### config.mk
export PLATFORM = sky130hd
export DESIGN_NAME = mmcz_mac
export DESIGN_NICKNAME = d
export VERILOG_FILES = /design/src/hdl/assert_macros.svh /design/src/hdl/mmcz_pkg.sv /design/src/hdl/mmcz_mac.sv
export SDC_FILE = /design/constraint.sdc
export NUM_CORES = 2
export LEC_CHECK = 0
export ABC_AREA = 0
export BUFFER_PORTS_ARGS = -buffer_cell sky130_fd_sc_hd__buf_2
export CAP_MARGIN = 5
export CORE_UTILIZATION = 60
export DETAILED_ROUTE_END_ITERATION = 16
export PLACE_DENSITY_LB_ADDON = 0.12
export SYNTH_ARGS = -nofsm -noshare
export SYNTH_HDL_FRONTEND = slang
export SYNTH_SLANG_ARGS = --single-unit
### constraint.sdc
create_clock -name i_clk -period 22.7 [get_ports i_clk]
set_input_delay 2.27 -clock i_clk [delete_from_list [all_inputs] [get_ports i_clk]]
set_output_delay 2.27 -clock i_clk [all_outputs]
set_load 0.02 [all_outputs]
### src/hdl/assert_macros.svh
// Assertion macros shared by the RTL of the matrix multiply block.
// No dependencies; define ASSERT_OFF to compile every check away.
`ifndef ASSERT_MACROS_SVH
`define ASSERT_MACROS_SVH
`ifndef ASSERT_OFF
// Same-cycle implication, sampled on the rising clock edge.
`define ASSERT_IMPLY(label, clk, rst_n, pre, post) \
    label: assert property (@(posedge clk) disable iff (!rst_n) (pre) |-> (post)) \
        else $error("same-cycle check failed");
// Next-cycle implication, sampled on the rising clock edge.
`define ASSERT_NEXT(label, clk, rst_n, pre, post) \
    label: assert property (@(posedge clk) disable iff (!rst_n) (pre) |=> (post)) \
        else $error("next-cycle check failed");
`else
`define ASSERT_IMPLY(label, clk, rst_n, pre, post)
`define ASSERT_NEXT(label, clk, rst_n, pre, post)
`endif
`endif

### src/hdl/mmcz_pkg.sv
// Shared types, constants and helper functions of the matrix multiply block.
// No dependencies; the RTL files and the testbench refer to it by scoped names.
package mmcz_pkg;

    // Sizes.
    localparam int MAX_DIM    = 8;
    localparam int IDX_W      = $clog2(MAX_DIM);
    localparam int ADDR_W     = 2 * IDX_W;
    localparam int DEPTH      = MAX_DIM * MAX_DIM;
    localparam int DIM_W      = 4;
    localparam int DATA_W     = 32;
    localparam int CNT_W      = 7;
    localparam int FRAC_W     = 16;
    localparam int PROD_W     = 2 * DATA_W;
    localparam int RND_W      = PROD_W - FRAC_W;
    localparam int ACC_W      = RND_W + IDX_W + 1;
    localparam int CFG_IDX_W  = 3;
    localparam int ROUND_HALF = 1 << (FRAC_W - 1);

    // Command codes.
    localparam logic [1:0] CMD_LOAD_A  = 2'd0;
    localparam logic [1:0] CMD_LOAD_B  = 2'd1;
    localparam logic [1:0] CMD_COMPUTE = 2'd2;

    // Configuration register indexes.
    localparam logic [CFG_IDX_W-1:0] CFG_MODE   = 3'd0;
    localparam logic [CFG_IDX_W-1:0] CFG_A_ROWS = 3'd1;
    localparam logic [CFG_IDX_W-1:0] CFG_A_COLS = 3'd2;
    localparam logic [CFG_IDX_W-1:0] CFG_B_ROWS = 3'd3;
    localparam logic [CFG_IDX_W-1:0] CFG_B_COLS = 3'd4;
    localparam logic [CFG_IDX_W-1:0] CFG_SCALAR = 3'd5;

    // Input request.
    typedef struct packed {
        logic [1:0]               command;
        logic [IDX_W-1:0]         row;
        logic [IDX_W-1:0]         col;
        logic signed [DATA_W-1:0] value;
    } t_in_item;

    // Result request.
    typedef struct packed {
        logic [IDX_W-1:0]         out_row;
        logic [IDX_W-1:0]         out_col;
        logic signed [DATA_W-1:0] out_value;
        logic                     last;
        logic [CNT_W-1:0]         zero_count;
        logic [CNT_W-1:0]         nonzero_count;
        logic                     size_error;
    } t_out_item;

    // Control tag that travels with each multiply-accumulate step.
    typedef struct packed {
        logic             valid;
        logic             first;
        logic             last_k;
        logic             last_elem;
        logic [IDX_W-1:0] row;
        logic [IDX_W-1:0] col;
    } t_tag;

    // Finished element from the accumulator.
    typedef struct packed {
        logic                    valid;
        logic                    last_elem;
        logic [IDX_W-1:0]        row;
        logic [IDX_W-1:0]        col;
        logic signed [ACC_W-1:0] acc;
    } t_mac_res;

    // A dimension of zero counts as one, anything above the maximum as the maximum.
    function automatic logic [DIM_W-1:0] clamp_dim(input logic [DIM_W-1:0] d);
        logic [DIM_W-1:0] r;
        if (d == '0) begin
            r = DIM_W'(1);
        end else if (d > DIM_W'(MAX_DIM)) begin
            r = DIM_W'(MAX_DIM);
        end else begin
            r = d;
        end
        return r;
    endfunction

    // Highest index in use for a dimension register.
    function automatic logic [IDX_W-1:0] last_idx(input logic [DIM_W-1:0] d);
        logic [DIM_W-1:0] c;
        c = clamp_dim(d) - DIM_W'(1);
        return c[IDX_W-1:0];
    endfunction

    // Saturate the accumulator to a signed 32-bit value.
    function automatic logic signed [DATA_W-1:0] sat32(input logic signed [ACC_W-1:0] v);
        logic signed [DATA_W-1:0] r;
        if ((&v[ACC_W-1:DATA_W-1]) || !(|v[ACC_W-1:DATA_W-1])) begin
            r = v[DATA_W-1:0];
        end else if (v[ACC_W-1]) begin
            r = {1'b1, {(DATA_W-1){1'b0}}};
        end else begin
            r = {1'b0, {(DATA_W-1){1'b1}}};
        end
        return r;
    endfunction

endpackage

### src/hdl/mmcz_mac.sv
// Shared multiply-accumulate unit: registered 32x32 product, then rounding
// to Q16.16 and a wide accumulate. Depends on mmcz_pkg.
module mmcz_mac (
    input  logic                               i_clk,
    input  logic                               i_rst_n,
    input  logic                               i_en,
    input  mmcz_pkg::t_tag                     i_tag,
    input  logic signed [mmcz_pkg::DATA_W-1:0] i_a,
    input  logic signed [mmcz_pkg::DATA_W-1:0] i_b,
    output mmcz_pkg::t_mac_res                 o_res
);

    logic signed [mmcz_pkg::PROD_W-1:0] prod;
    logic signed [mmcz_pkg::PROD_W-1:0] r_prod;
    mmcz_pkg::t_tag                     r_ptag;
    logic signed [mmcz_pkg::PROD_W-1:0] prod_rnd;
    logic signed [mmcz_pkg::RND_W-1:0]  rnd;
    logic signed [mmcz_pkg::ACC_W-1:0]  rnd_ext;
    logic signed [mmcz_pkg::ACC_W-1:0]  acc_base;
    logic signed [mmcz_pkg::ACC_W-1:0]  r_acc;
    mmcz_pkg::t_tag                     r_atag;

    // Full-precision product of two Q16.16 operands.
    assign prod = mmcz_pkg::PROD_W'(i_a) * mmcz_pkg::PROD_W'(i_b);

    // Round half up: add one half LSB, then drop the fraction bits (floor).
    assign prod_rnd = r_prod + mmcz_pkg::PROD_W'(mmcz_pkg::ROUND_HALF);
    assign rnd      = prod_rnd[mmcz_pkg::PROD_W-1:mmcz_pkg::FRAC_W];
    assign rnd_ext  = {{(mmcz_pkg::ACC_W-mmcz_pkg::RND_W){rnd[mmcz_pkg::RND_W-1]}}, rnd};
    assign acc_base = r_ptag.first ? '0 : r_acc;

    // Product stage.
    always_ff @(posedge i_clk) begin
        if (!i_rst_n) begin
            r_ptag <= '0;
        end else if (i_en) begin
            r_ptag <= i_tag;
        end
    end

    always_ff @(posedge i_clk) begin
        if (i_en && i_tag.valid) begin
            r_prod <= prod;
        end
    end

    // Accumulate stage; the first step of an element restarts the sum.
    always_ff @(posedge i_clk) begin
        if (!i_rst_n) begin
            r_atag <= '0;
        end else if (i_en) begin
            r_atag <= r_ptag;
        end
    end

    always_ff @(posedge i_clk) begin
        if (i_en && r_ptag.valid) begin
            r_acc <= acc_base + rnd_ext;
        end
    end

    // An element is complete when its final step has been accumulated.
    assign o_res.valid     = r_atag.valid && r_atag.last_k;
    assign o_res.last_elem = r_atag.last_elem;
    assign o_res.row       = r_atag.row;
    assign o_res.col       = r_atag.col;
    assign o_res.acc       = r_acc;

endmodule

==> results.cfg <==
[outcome]
status = finished clean

[global_route]
grt_max_degree = 54
grt_pass1_wl_um = 173000
overflow = 0
grt_pass1_vias = 32181
track_usage_pct = 30.4
antenna_found_initial = 2

[place]
gp_congestion = 0.898
port_buffers = 136
placed_area_mm2 = 0.0442
dp_hpwl_um = 84800

[timing]
fin_hold_ws_ps = 507
tightest_slew_ps = 1080
fin_skew_ps = 9.78
max_freq_ghz = 0.0967
rsz0062_at_grt = no
fin_crit_ps = 10340
relSlewSlack_pct = 28.2
setup_viol = 0
final_max_slew_viol_count = 0
hold_viol = 0
finalSetupTns_ps = 0
period_share_pct = 45.6

[job]
drv_cap = 0

[synthesis]
synth_edf_count = 101
synth_area_mm2 = 0.0430
yosysUniqueCellTypes = 70
synth.most_common_cell = fa_1
ys.flop_type = edfxtp_1
seq_area_frac_synth_pct = 7.94
synthTopCellsByCount = fa_1, inv_1, nand2_1, and2_1, ha_1
synthArstFlopShare_pct = 0
synth_area_leader_cell = fa_1
ys_seq_elements = 120
yosys_warnings = 0
syn_avg_cell_area_um2 = 9.61
synth.top_cell.area_share_pct = 50.4
synthCells = 4476
syn_nets = 5867
synthTopCellsByArea = fa_1, inv_1, and2_1

[hold_path]
hold_class = reg -> reg
min_path_cells = 2
holdPathEnd = o_res[53]
holdCritStartpoint = o_res[53]

[route]
drt_pass1_iterations = 6
drt_iter0_drc = 1995
drt-total-wl_um = 106000
wire_per_inst_um = 19.7
ant_nets = 0
via_per_inst = 5.53
vias = 29813
drc_errors = 0

[clock_network]
htreeDepth = 4
cts_buffers = 17
clk_pin_slew_worst_paths_ps = 60
clock_latency_ps = 420
hold_buffers = 0
cts_tree = built
cts_sinks = 120
cts_buffer_depth = 2
post-cts-setup-buffers = 0
cts_root_buffer = clkbuf_16
cts_resized = 0

[cells_and_area]
fin_area_mm2 = 0.0448
area_growth_pct = 4.21
final_nets = 5827
fill_cells = 6057
drive_gt1_share_pct = 4.94

[floorplanning]
die_h_um = 270
dieArea_mm2 = 0.0727
coreArea_mm2 = 0.0705
io-pin-count = 137
start_util_pct = 61.0
die_w_um = 270
num_rows = 97

[critical_path]
r2r_cells = 18
cp-end-kind = flip-flop
cp_num_buf_inv = 8
cp.depth = 29
start_kind = input pin
r2r_end = r_acc[49]
crit_required_ps = 22880
rrSetupSlack_ps = 17780
r2r_start = r_prod[17]
cpMaxStageDelayCell = fa_1
worst_ep_arrival_time_ps = 10520
crit_path_max_fanout = 32
crit_path_frequent_cell = fa_1
path_class = in -> reg
slowest_delay_ps = 890
path_delay_family = adder cells
[state kept, by name, summed over array words and instances (netlist names)]
register and flops:
r_atag 2, o_res 7, r_prod 49, r_acc 52, r_ptag 10
[layer usage]
| metal | vias up | global-route usage, % | share of wire [%] |
|---|---|---|---|
| met5 | - | 0 | 0.025 |
| met4 | 4 | 9.54 | 3.6 |
| met3 | 235 | 4.27 | 6.1 |
| met2 | 993 | 51.0 | 49 |
| met1 | 15479 | 41.2 | 41 |
| li1 | 13102 | - | - |
[cell families (layout without fill, tap and decap cells)]
| group | after synthesis | after routing | share of synthesized area, % |
|---|---|---|---|
| other | 0 | 1 | 0 |
| muxes | 17 | 17 | 0.396 |
| adders and majority gates | 1314 | 1314 | 57.1 |
| buffers and inverters | 1207 | 1180 | 10.6 |
| and+or+nand+nor | 1377 | 1377 | 16.4 |
| DFF | 120 | 120 | 7.94 |
| AOI/OAI and AO/OA | 288 | 288 | 4.43 |
| xor gates and xnor gates | 153 | 153 | 3.13 |
[area by class of cell]
type / instances / area, µm² / share of cell area (%)
diodes: 1 / 2.50 / 0.00558
clock buffers: 18 / 429 / 0.958
clock inverters: 14 / 174 / 0.388
inverters: 983 / 3690 / 8.23
multi-input cells: 3149 / 35000 / 78.2
flip-flops and latches: 120 / 3410 / 7.62
well taps: 940 / 1180 / 2.62
repair buffers: 165 / 898 / 2.00
[tightest hold or removal path, stage by stage, from the launching register on]
cell	delay, ps
dfxtp_1	320
mux2i_1	60
nor2b_1	90
[worst max-delay path by stage]
stage | endpoint | from
2_1_floorplan | r_prod[62] | i_b[2]
3_3_place_gp | r_prod[62] | i_b[5]
3_5_place_dp | r_prod[62] | i_b[5]
4_1_cts | r_prod[62] | i_b[5]
5_1_grt | r_prod[62] | i_b[5]
6_report | r_prod[62] | i_b[5]
[placed cells by master, fill, tap and decap left out, types with 18 or more instances in the layout]
master	instances
nor2_1	83
nor3_1	19
edfxtp_1	101
nand3_1	34
inv_1	983
buf_2	136
xor2_1	43
xnor2_1	109
nand2b_1	19
nor2b_1	87
and3_1	22
dfxtp_1	18
o21ai_0	26
buf_4	29
nand4_1	22
a21o_1	56
fa_1	1082
ha_1	232
and2_1	519
nand2_1	545
a21oi_1	91
[through the flow]
step	cells	utilization [%]	setup WS, ps
3_5_place_dp	5357	62.7	11930
2_1_floorplan	4476	-	12960
6_report	5390	63.6	12360
5_1_grt	5389	63.6	11860
4_1_cts	5389	63.6	12370
3_3_place_gp	5357	62.7	12040
Power is left out: the tool's default activity adds up to more than one toggle a clock period on the data nets, which glitch-free logic cannot reach.
